==> config.mk <==
export PLATFORM = sky130hd
export DESIGN_NAME = triangle_bounding_box_rasterizer
export DESIGN_NICKNAME = d
export VERILOG_FILES = /design/src/hdl/tbr_pkg.sv /design/src/hdl/tbr_fifo.sv /design/src/hdl/tbr_front.sv /design/src/hdl/tbr_back.sv /design/src/hdl/triangle_bounding_box_rasterizer.sv
export SDC_FILE = /design/constraint.sdc
export NUM_CORES = 2
export LEC_CHECK = 0
export BUFFER_PORTS_ARGS = -buffer_cell sky130_fd_sc_hd__buf_2
export CAP_MARGIN = 20
export CORE_ASPECT_RATIO = 1.25
export CORE_MARGIN = 4
export CORE_UTILIZATION = 50
export CTS_CLUSTER_SIZE = 14
export DETAILED_ROUTE_END_ITERATION = 7
export PLACE_DENSITY = 0.68
export SYNTH_ARGS = -nofsm -noshare
export SYNTH_HDL_FRONTEND = slang
export SYNTH_SLANG_ARGS = --single-unit
==> constraint.sdc <==
create_clock -name clock -period 15.2 [get_ports clock]
set_clock_uncertainty 0.1 [all_clocks]
set_input_delay 1.52 -clock clock [delete_from_list [all_inputs] [get_ports clock]]
set_output_delay 1.52 -clock clock [all_outputs]
set_load 0.005 [all_outputs]
==> src/hdl/tbr_pkg.sv <==
package tbr_pkg;

   // default vertex coordinate width
   localparam int COORD_BITS_DEFAULT = 12;

   // queue depths between the sides
   localparam int CMD_DEPTH = 4;
   localparam int RSP_DEPTH = 4;

   // action codes of an input word
   localparam logic ACTION_LOAD = 1'b0;
   localparam logic ACTION_STEP = 1'b1;

   // packed width of one command queue entry:
   // step flag, box min/max x/y, vertex C x/y, alpha and beta edge x/y coefficients
   function automatic int cmd_bits(input int coord_bits);
      return 1 + 6 * coord_bits + 4 * (coord_bits + 1);
   endfunction

   // packed width of one result word: x, y and three flags
   function automatic int rsp_bits(input int coord_bits);
      return 2 * coord_bits + 3;
   endfunction

endpackage

==> src/hdl/tbr_fifo.sv <==
module tbr_fifo #(
   parameter int WIDTH = 8,
   parameter int DEPTH = 4
) (
   input  logic                       clock,
   input  logic                       reset,
   input  logic                       push,
   input  logic [WIDTH-1:0]           wr_data,
   input  logic                       pop,
   output logic [WIDTH-1:0]           rd_data,
   output logic                       full,
   output logic                       empty,
   output logic [$clog2(DEPTH+1)-1:0] count
);

   localparam int PW = $clog2(DEPTH);
   localparam int CW = $clog2(DEPTH + 1);

   logic [WIDTH-1:0] mem_ff [DEPTH];
   logic [PW-1:0]    wr_ptr_ff, wr_ptr_in;
   logic [PW-1:0]    rd_ptr_ff, rd_ptr_in;
   logic [CW-1:0]    count_ff, count_in;
   logic             do_push;
   logic             do_pop;

   assign full    = (count_ff == CW'(DEPTH));
   assign empty   = (count_ff == '0);
   assign count   = count_ff;
   assign rd_data = mem_ff[rd_ptr_ff];

   assign do_push = push && !full;
   assign do_pop  = pop && !empty;

   // pointer wrap and occupancy
   always_comb begin
      wr_ptr_in = wr_ptr_ff;
      rd_ptr_in = rd_ptr_ff;
      count_in  = count_ff;
      if (do_push) begin
         wr_ptr_in = (wr_ptr_ff == PW'(DEPTH - 1)) ? '0 : wr_ptr_ff + 1'b1;
      end
      if (do_pop) begin
         rd_ptr_in = (rd_ptr_ff == PW'(DEPTH - 1)) ? '0 : rd_ptr_ff + 1'b1;
      end
      if (do_push && !do_pop) begin
         count_in = count_ff + 1'b1;
      end else if (do_pop && !do_push) begin
         count_in = count_ff - 1'b1;
      end
   end

   always_ff @(posedge clock) begin
      if (reset) begin
         wr_ptr_ff <= '0;
         rd_ptr_ff <= '0;
         count_ff  <= '0;
      end else begin
         wr_ptr_ff <= wr_ptr_in;
         rd_ptr_ff <= rd_ptr_in;
         count_ff  <= count_in;
      end
   end

   // storage, no reset
   always_ff @(posedge clock) begin
      if (do_push) begin
         mem_ff[wr_ptr_ff] <= wr_data;
      end
   end

endmodule

==> src/hdl/tbr_front.sv <==
module tbr_front #(
   parameter int COORD_BITS = tbr_pkg::COORD_BITS_DEFAULT
) (
   input  logic                                        clock,
   input  logic                                        reset,
   input  logic                                        push,
   output logic                                        full,
   input  logic                                        action,
   input  logic signed [COORD_BITS-1:0]                vertex_a_x,
   input  logic signed [COORD_BITS-1:0]                vertex_a_y,
   input  logic signed [COORD_BITS-1:0]                vertex_b_x,
   input  logic signed [COORD_BITS-1:0]                vertex_b_y,
   input  logic signed [COORD_BITS-1:0]                vertex_c_x,
   input  logic signed [COORD_BITS-1:0]                vertex_c_y,
   input  logic                                        cmd_pop,
   output logic                                        cmd_empty,
   output logic [tbr_pkg::cmd_bits(COORD_BITS)-1:0]    cmd_word
);

   localparam int C  = COORD_BITS;
   localparam int EW = COORD_BITS + 1;
   localparam int CMD_W = tbr_pkg::cmd_bits(COORD_BITS);

   typedef struct packed {
      logic              is_step;
      logic signed [C-1:0]  min_x;
      logic signed [C-1:0]  max_x;
      logic signed [C-1:0]  min_y;
      logic signed [C-1:0]  max_y;
      logic signed [C-1:0]  cx;
      logic signed [C-1:0]  cy;
      logic signed [EW-1:0] ea_x;
      logic signed [EW-1:0] ea_y;
      logic signed [EW-1:0] eb_x;
      logic signed [EW-1:0] eb_y;
   } cmd_type;

   cmd_type                 entry;
   logic signed [C-1:0]     min_ab_x, max_ab_x, min_ab_y, max_ab_y;
   logic [$clog2(tbr_pkg::CMD_DEPTH+1)-1:0] cmd_count;

   // classify and precompute box and edge coefficients
   always_comb begin
      min_ab_x = (vertex_a_x < vertex_b_x) ? vertex_a_x : vertex_b_x;
      max_ab_x = (vertex_a_x > vertex_b_x) ? vertex_a_x : vertex_b_x;
      min_ab_y = (vertex_a_y < vertex_b_y) ? vertex_a_y : vertex_b_y;
      max_ab_y = (vertex_a_y > vertex_b_y) ? vertex_a_y : vertex_b_y;

      entry.is_step = (action == tbr_pkg::ACTION_STEP);
      entry.min_x   = (min_ab_x < vertex_c_x) ? min_ab_x : vertex_c_x;
      entry.max_x   = (max_ab_x > vertex_c_x) ? max_ab_x : vertex_c_x;
      entry.min_y   = (min_ab_y < vertex_c_y) ? min_ab_y : vertex_c_y;
      entry.max_y   = (max_ab_y > vertex_c_y) ? max_ab_y : vertex_c_y;
      entry.cx      = vertex_c_x;
      entry.cy      = vertex_c_y;
      // alpha edge: (By-Cy), (Cx-Bx); beta edge: (Cy-Ay), (Ax-Cx)
      entry.ea_x    = EW'(vertex_b_y) - EW'(vertex_c_y);
      entry.ea_y    = EW'(vertex_c_x) - EW'(vertex_b_x);
      entry.eb_x    = EW'(vertex_c_y) - EW'(vertex_a_y);
      entry.eb_y    = EW'(vertex_a_x) - EW'(vertex_c_x);
   end

   // command queue toward the scan side
   tbr_fifo #(
      .WIDTH (CMD_W),
      .DEPTH (tbr_pkg::CMD_DEPTH)
   ) u_cmd_fifo (
      .clock   (clock),
      .reset   (reset),
      .push    (push),
      .wr_data (entry),
      .pop     (cmd_pop),
      .rd_data (cmd_word),
      .full    (full),
      .empty   (cmd_empty),
      .count   (cmd_count)
   );

   // count is not needed on this side beyond full/empty
   logic unused_count;
   assign unused_count = ^cmd_count;

endmodule

==> src/hdl/tbr_back.sv <==
module tbr_back #(
   parameter int COORD_BITS = tbr_pkg::COORD_BITS_DEFAULT,
   parameter int RSP_DEPTH  = tbr_pkg::RSP_DEPTH
) (
   input  logic                                     clock,
   input  logic                                     reset,
   input  logic                                     cmd_empty,
   input  logic [tbr_pkg::cmd_bits(COORD_BITS)-1:0] cmd_word,
   output logic                                     cmd_pop,
   input  logic [$clog2(RSP_DEPTH+1)-1:0]           rsp_count,
   output logic                                     rsp_push,
   output logic [tbr_pkg::rsp_bits(COORD_BITS)-1:0] rsp_word
);

   localparam int C  = COORD_BITS;
   localparam int EW = COORD_BITS + 1;        // edge coefficient / offset
   localparam int PW = 2 * COORD_BITS + 2;    // one product
   localparam int DW = 2 * COORD_BITS + 3;    // denominator
   localparam int NW = 2 * COORD_BITS + 5;    // numerator sums
   localparam int RCW = $clog2(RSP_DEPTH + 1);

   typedef struct packed {
      logic              is_step;
      logic signed [C-1:0]  min_x;
      logic signed [C-1:0]  max_x;
      logic signed [C-1:0]  min_y;
      logic signed [C-1:0]  max_y;
      logic signed [C-1:0]  cx;
      logic signed [C-1:0]  cy;
      logic signed [EW-1:0] ea_x;
      logic signed [EW-1:0] ea_y;
      logic signed [EW-1:0] eb_x;
      logic signed [EW-1:0] eb_y;
   } cmd_type;

   typedef struct packed {
      logic signed [C-1:0] pixel_x;
      logic signed [C-1:0] pixel_y;
      logic                covered;
      logic                last_position;
      logic                scan_valid;
   } rsp_type;

   cmd_type head;
   rsp_type rsp;

   // triangle and scan state
   logic signed [C-1:0]  min_x_ff, max_x_ff, max_y_ff;
   logic signed [C-1:0]  cx_ff, cy_ff;
   logic signed [EW-1:0] ea_x_ff, ea_y_ff, eb_x_ff, eb_y_ff;
   logic signed [DW-1:0] area_d_ff;
   logic signed [C-1:0]  scan_x_ff, scan_x_in;
   logic signed [C-1:0]  scan_y_ff, scan_y_in;
   logic                 busy_ff, busy_in;

   // product stage
   logic                 p1_valid_ff, p1_valid_in;
   logic                 p1_busy_ff;
   logic signed [C-1:0]  p1_x_ff, p1_y_ff;
   logic                 p1_last_ff;
   logic signed [PW-1:0] p1_pa_ff, p1_pb_ff, p1_qa_ff, p1_qb_ff;
   logic signed [DW-1:0] p1_d_ff;

   logic                 room;
   logic                 take_load, take_step;
   logic                 last_now;
   logic signed [EW-1:0] dx, dy;
   logic signed [PW-1:0] d_p0, d_p1;
   logic signed [NW-1:0] na, nb, ng;

   assign head = cmd_type'(cmd_word);

   // a step may enter only with a result slot reserved
   assign room = ((RCW + 1)'(rsp_count) + (RCW + 1)'(p1_valid_ff)) < (RCW + 1)'(RSP_DEPTH);

   assign cmd_pop   = !cmd_empty && (!head.is_step || room);
   assign take_load = cmd_pop && !head.is_step;
   assign take_step = cmd_pop && head.is_step;

   // scan sequencer
   always_comb begin
      last_now  = (scan_x_ff >= max_x_ff) && (scan_y_ff >= max_y_ff);
      scan_x_in = scan_x_ff;
      scan_y_in = scan_y_ff;
      busy_in   = busy_ff;
      if (take_load) begin
         scan_x_in = head.min_x;
         scan_y_in = head.min_y;
         busy_in   = 1'b1;
      end else if (take_step && busy_ff) begin
         if (last_now) begin
            busy_in = 1'b0;
         end else if (scan_x_ff >= max_x_ff) begin
            scan_x_in = min_x_ff;
            scan_y_in = scan_y_ff + C'(1);
         end else begin
            scan_x_in = scan_x_ff + C'(1);
         end
      end
      p1_valid_in = take_step;
   end

   // offsets from vertex C and the denominator products
   assign dx   = EW'(scan_x_ff) - EW'(cx_ff);
   assign dy   = EW'(scan_y_ff) - EW'(cy_ff);
   assign d_p0 = head.ea_x * head.eb_y;
   assign d_p1 = head.ea_y * head.eb_x;

   always_ff @(posedge clock) begin
      if (reset) begin
         busy_ff     <= 1'b0;
         p1_valid_ff <= 1'b0;
      end else begin
         busy_ff     <= busy_in;
         p1_valid_ff <= p1_valid_in;
      end
   end

   // triangle registers and scan position
   always_ff @(posedge clock) begin
      scan_x_ff <= scan_x_in;
      scan_y_ff <= scan_y_in;
      if (take_load) begin
         min_x_ff  <= head.min_x;
         max_x_ff  <= head.max_x;
         max_y_ff  <= head.max_y;
         cx_ff     <= head.cx;
         cy_ff     <= head.cy;
         ea_x_ff   <= head.ea_x;
         ea_y_ff   <= head.ea_y;
         eb_x_ff   <= head.eb_x;
         eb_y_ff   <= head.eb_y;
         area_d_ff <= DW'(d_p0) - DW'(d_p1);
      end
   end

   // product stage payload
   always_ff @(posedge clock) begin
      if (take_step) begin
         p1_busy_ff <= busy_ff;
         p1_x_ff    <= busy_ff ? scan_x_ff : '0;
         p1_y_ff    <= busy_ff ? scan_y_ff : '0;
         p1_last_ff <= busy_ff && last_now;
         p1_pa_ff   <= ea_x_ff * dx;
         p1_pb_ff   <= ea_y_ff * dy;
         p1_qa_ff   <= eb_x_ff * dx;
         p1_qb_ff   <= eb_y_ff * dy;
         p1_d_ff    <= area_d_ff;
      end
   end

   // numerator sums and sign agreement with the denominator
   always_comb begin
      na = NW'(p1_pa_ff) + NW'(p1_pb_ff);
      nb = NW'(p1_qa_ff) + NW'(p1_qb_ff);
      ng = NW'(p1_d_ff) - na - nb;

      rsp.pixel_x       = p1_x_ff;
      rsp.pixel_y       = p1_y_ff;
      rsp.last_position = p1_last_ff;
      rsp.scan_valid    = p1_busy_ff;
      rsp.covered       = p1_busy_ff && (p1_d_ff != '0)
                          && ((na == '0) || (na[NW-1] == p1_d_ff[DW-1]))
                          && ((nb == '0) || (nb[NW-1] == p1_d_ff[DW-1]))
                          && ((ng == '0) || (ng[NW-1] == p1_d_ff[DW-1]));
   end

   assign rsp_push = p1_valid_ff;
   assign rsp_word = rsp;

endmodule

==> src/hdl/triangle_bounding_box_rasterizer.sv <==
// Triangle bounding-box rasterizer. A load word (action 0) takes three signed
// vertices, forms the bounding box and the barycentric denominator and starts
// a scan at the box's minimum corner; it returns nothing. Each step word
// (action 1) returns one result: the next box position, row by row with x
// fastest, whether it lies inside or on the triangle (exact integer sign
// tests, a zero-area triangle covers nothing), and a flag on the last
// position. A step with no scan running returns all zeros with scan_valid
// low. One word is taken every clock cycle while full is low. A step's result
// passes through the command queue, the registered product stage and the
// result queue before it shows on the result ports; a step waits in the
// command queue until a result slot can be reserved for it.
// Both queues are four words deep; a load replaces any scan in progress.
module triangle_bounding_box_rasterizer #(
   parameter int COORD_BITS = tbr_pkg::COORD_BITS_DEFAULT
) (
   input  logic                         clock,
   input  logic                         reset,
   input  logic                         req_push,
   output logic                         req_full,
   input  logic                         req_action,
   input  logic signed [COORD_BITS-1:0] req_vertex_a_x,
   input  logic signed [COORD_BITS-1:0] req_vertex_a_y,
   input  logic signed [COORD_BITS-1:0] req_vertex_b_x,
   input  logic signed [COORD_BITS-1:0] req_vertex_b_y,
   input  logic signed [COORD_BITS-1:0] req_vertex_c_x,
   input  logic signed [COORD_BITS-1:0] req_vertex_c_y,
   output logic                         rsp_empty,
   input  logic                         rsp_pop,
   output logic signed [COORD_BITS-1:0] rsp_pixel_x,
   output logic signed [COORD_BITS-1:0] rsp_pixel_y,
   output logic                         rsp_covered,
   output logic                         rsp_last_position,
   output logic                         rsp_scan_valid
);

   localparam int C     = COORD_BITS;
   localparam int CMD_W = tbr_pkg::cmd_bits(COORD_BITS);
   localparam int RSP_W = tbr_pkg::rsp_bits(COORD_BITS);
   localparam int RCW   = $clog2(tbr_pkg::RSP_DEPTH + 1);

   typedef struct packed {
      logic signed [C-1:0] pixel_x;
      logic signed [C-1:0] pixel_y;
      logic                covered;
      logic                last_position;
      logic                scan_valid;
   } rsp_type;

   logic             cmd_pop;
   logic             cmd_empty;
   logic [CMD_W-1:0] cmd_word;
   logic             back_push;
   logic [RSP_W-1:0] back_word;
   logic [RSP_W-1:0] head_word;
   logic [RCW-1:0]   rsp_count;
   logic             rsp_full;
   rsp_type          head;

   // accept and classify words
   tbr_front #(
      .COORD_BITS (COORD_BITS)
   ) u_front (
      .clock      (clock),
      .reset      (reset),
      .push       (req_push),
      .full       (req_full),
      .action     (req_action),
      .vertex_a_x (req_vertex_a_x),
      .vertex_a_y (req_vertex_a_y),
      .vertex_b_x (req_vertex_b_x),
      .vertex_b_y (req_vertex_b_y),
      .vertex_c_x (req_vertex_c_x),
      .vertex_c_y (req_vertex_c_y),
      .cmd_pop    (cmd_pop),
      .cmd_empty  (cmd_empty),
      .cmd_word   (cmd_word)
   );

   // scan and coverage
   tbr_back #(
      .COORD_BITS (COORD_BITS),
      .RSP_DEPTH  (tbr_pkg::RSP_DEPTH)
   ) u_back (
      .clock     (clock),
      .reset     (reset),
      .cmd_empty (cmd_empty),
      .cmd_word  (cmd_word),
      .cmd_pop   (cmd_pop),
      .rsp_count (rsp_count),
      .rsp_push  (back_push),
      .rsp_word  (back_word)
   );

   // result queue
   tbr_fifo #(
      .WIDTH (RSP_W),
      .DEPTH (tbr_pkg::RSP_DEPTH)
   ) u_rsp_fifo (
      .clock   (clock),
      .reset   (reset),
      .push    (back_push),
      .wr_data (back_word),
      .pop     (rsp_pop),
      .rd_data (head_word),
      .full    (rsp_full),
      .empty   (rsp_empty),
      .count   (rsp_count)
   );

   // space is reserved by the back side, so full never blocks a push
   logic unused_full;
   assign unused_full = rsp_full;

   assign head              = rsp_type'(head_word);
   assign rsp_pixel_x       = head.pixel_x;
   assign rsp_pixel_y       = head.pixel_y;
   assign rsp_covered       = head.covered;
   assign rsp_last_position = head.last_position;
   assign rsp_scan_valid    = head.scan_valid;

endmodule

==> results.tsv <==
metric	value	unit
outcome	finished, final reports clean	
slowest CP cell	mux4_2	
Post-CTS Repair Setup Buffers	0	
Top Family by Delay on Critical Path	adder cells	
kind of end point of the critical path	flip-flop	
worst skew pair latency	750	ps
Filler cells	13850	
H-tree levels	3	
Hold WC Path Type	flip-flop to flip-flop	
register area	28280	µm²
CTS Sinks	948	
Cell Area, Placed	86050	µm²
GRT Total Usage	0.2335	
Die Footprint	172500	µm²
Reg-to-Reg End	u_back.area_d_ff[26]	
max cap viols	0	
Initial Util	0.5048	
Post-synth EDFFs	928	
WP buf/inv	5	
total gr overflow	0	
Hold EP	u_back.p1_d_ff[12]	
Most used DFF post-synth	edfxtp_1	
first-pass GRT wire length	311.0	mm
largest net degree at the start of global routing	91	
commonest non-fill, non-tap cell in the layout	inv_1	
#FFs+latches synth	948	
Synthesis Warnings	0	
die width	372.3	µm
WP data required	15530	ps
HPWL Detailed	152.5	mm
initial antenna violation count	5	
R2R setup slack	5670	ps
Initial DRC Count	3390	
routed vias	51620	
row count	166	
Crit Path Class	flip-flop to flip-flop	
Inserted Clock Buffers	95	
io pins	106	
DRC errors left	0	
TritonRoute pass-1 iters	6	
share of cells above drive strength 1	0.08131	
PortBufs	105	
# hold bufs at CTS	0	
setup TNS	0	ps
commonest non-fill, non-tap cells in the layout	inv_1 (1291), fa_1 (1046), edfxtp_1 (928), nand2_1 (735), ha_1 (673)	
Max Root-Sink Buffers	3	
Synth cell types	85	
post_cts resized	0	
Multi-input gate area	49190	µm²
critical-path maximum fanout	77	
critical path, cell by cell	buf_12 -> mux4_2 -> nand2_1 -> inv_1 -> fa_1 -> inv_1 -> fa_1 -> inv_1 -> fa_1 -> fa_1 -> fa_1 -> fa_1 -> inv_1 -> fa_1 -> ha_1 -> a211oi_1 -> nand2_1 -> a211oi_1 -> nor3_1 -> o31ai_1 -> o22ai_1 -> o21a_1 -> nor2_1 -> xnor2_1	
R2R depth	24	
Max Fclk	104.9	MHz
vias in the first global route	56130	
hold-critical path depth	0	
minimum clock period	9532	ps
Synth Instances	7129	
routability cong.	0.9049	
RSZ-0062 raised after global routing	no	
Syn Nets	8925	
ys async rst share	0	
WL/cell	20.66	µm
final worst-path cycle share	0.6271	
TritonCTS clock tree	yes	
Final Max Slew Viols	0	
Final Cell Area	89250	µm²
overall die height	463.3	µm
leading area contributor after synthesis	edfxtp_1	
hold_sp	u_back.area_d_ff[12]	
final setup fails	0	
layout overhead on the synthesized area	7.617	%
CP arrival	9860	ps
DR vias/cell	5.466	
Worst-Margin Slew	1144	ps
Syn Area/Cell	11.63	µm²
core area	164300	µm²
Root Buffer	clkbuf_16	
cell mode on critical path	fa_1	
nets	8975	
Clk pin slew, worst setup/hold paths	60	ps
antenna viol nets, final	0	
Slew headroom	0.2373	
CP max stage delay	840	ps
drt total wl	195.2	mm
Yosys top cell area share	0.3360	
synthesized cell area	82930	µm²
Final Hold Viols	0	
Synth area leaders	edfxtp_1 (34%), fa_1 (25%), ha_1 (10%), inv_1 (5.8%), mux4_2 (4.1%)	
register area share after synthesis	0.3408	
Critical Path Source Type	flip-flop	
==> layout make-up <==
type / count / share of cell area
clock inverters: 64 / 0.008019
flip-flops and latches: 948 / 0.3168
multi-input cells: 4676 / 0.5511
well taps: 2184 / 0.03062
inverters: 1291 / 0.05429
repair buffers: 167 / 0.01152
clock buffers: 110 / 0.02750
diodes: 4 / 0.0001122
==> cells by family (layout without fill, tap and decap cells) <==
family,after synthesis,in the layout,share of synthesized area
compound gates,705,705,0.05410
mux,237,237,0.05200
fa+ha+maj,1723,1723,0.3545
simple gates,1727,1727,0.1002
buf+inv,1505,1632,0.06825
other cells,0,4,0
xor+xnor,284,284,0.03008
flops,948,948,0.3408
==> per-stage QoR <==
stage               setup WS (ps)  cells    util  hold WS [ps]
detailed placement           5691   9265  0.5238         304.5
finish                       5668   9444  0.5433         320.5
CTS                          5615   9439  0.5431         320.4
floorplan                   487.0   7129       -         300.3
global placement             5810   9265  0.5238         302.8
global route                 5021   9441  0.5432         331.3
==> state kept, by name (all words and copies together) (netlist names), 13 cells and up, named ones only <==
signal / cells
u_back.p1_qb_ff: 26
u_front.u_cmd_fifo.mem_ff: 500
u_rsp_fifo.mem_ff: 108
u_back.ea_x_ff: 13
u_back.p1_qa_ff: 26
u_back.area_d_ff: 27
u_back.p1_d_ff: 27
u_back.eb_y_ff: 13
u_back.ea_y_ff: 13
u_back.p1_pa_ff: 26
u_back.eb_x_ff: 13
u_back.p1_pb_ff: 26
==> synth_stat cells, drive strengths merged, types with 5 or more instances <==
| master | n |
|---|---|
| or2 | 31 |
| o21bai | 28 |
| mux4 | 150 |
| or3 | 21 |
| nor3 | 62 |
| fa | 1046 |
| mux2i | 36 |
| xor2 | 88 |
| nand4 | 30 |
| a21o | 84 |
| a211oi | 26 |
| edfxtp | 928 |
| and3 | 27 |
| o211ai | 18 |
| a21oi | 167 |
| o2111ai | 5 |
| o31a | 9 |
| nand2b | 49 |
| inv | 1291 |
| clkbuf | 191 |
| ha | 673 |
| nor2 | 239 |
| a31oi | 26 |
| dfxtp | 20 |
| a2111oi | 5 |
| buf | 23 |
| o21a | 46 |
| o31ai | 7 |
| o21ai | 207 |
| nand3 | 40 |
| nor4 | 10 |
| nand2 | 735 |
| and2 | 352 |
| mux2 | 51 |
| nor2b | 105 |
| xnor2 | 196 |
| a21boi | 31 |
==> routing by layer <==
| layer | vias up | share of wire | track usage |
|---|---|---|---|
| met5 | - | 0 | 0 |
| met4 | 0 | 0.049 | 0.09872 |
| met3 | 388 | 0.044 | 0.02785 |
| met2 | 1294 | 0.52 | 0.4213 |
| met1 | 26430 | 0.39 | 0.2809 |
| li1 | 23510 | - | - |
==> how the worst max path moves through the flow <==
stage                     cells past startpoint  startpoint              endpoint  slack, ps
after global routing                         24   flip-flop  u_back.area_d_ff[26]       5020
after floorplan                               5   flip-flop   u_back.scan_y_ff[0]        490
after CTS                                    24   flip-flop  u_back.area_d_ff[26]       5610
after global placement                       24   flip-flop  u_back.area_d_ff[26]       5810
final                                        24   flip-flop  u_back.area_d_ff[26]       5670
after detailed placement                     24   flip-flop  u_back.area_d_ff[26]       5690
Power is not shown: default switching activity piles up to over one toggle a cycle in this logic, so the estimate is an artifact.
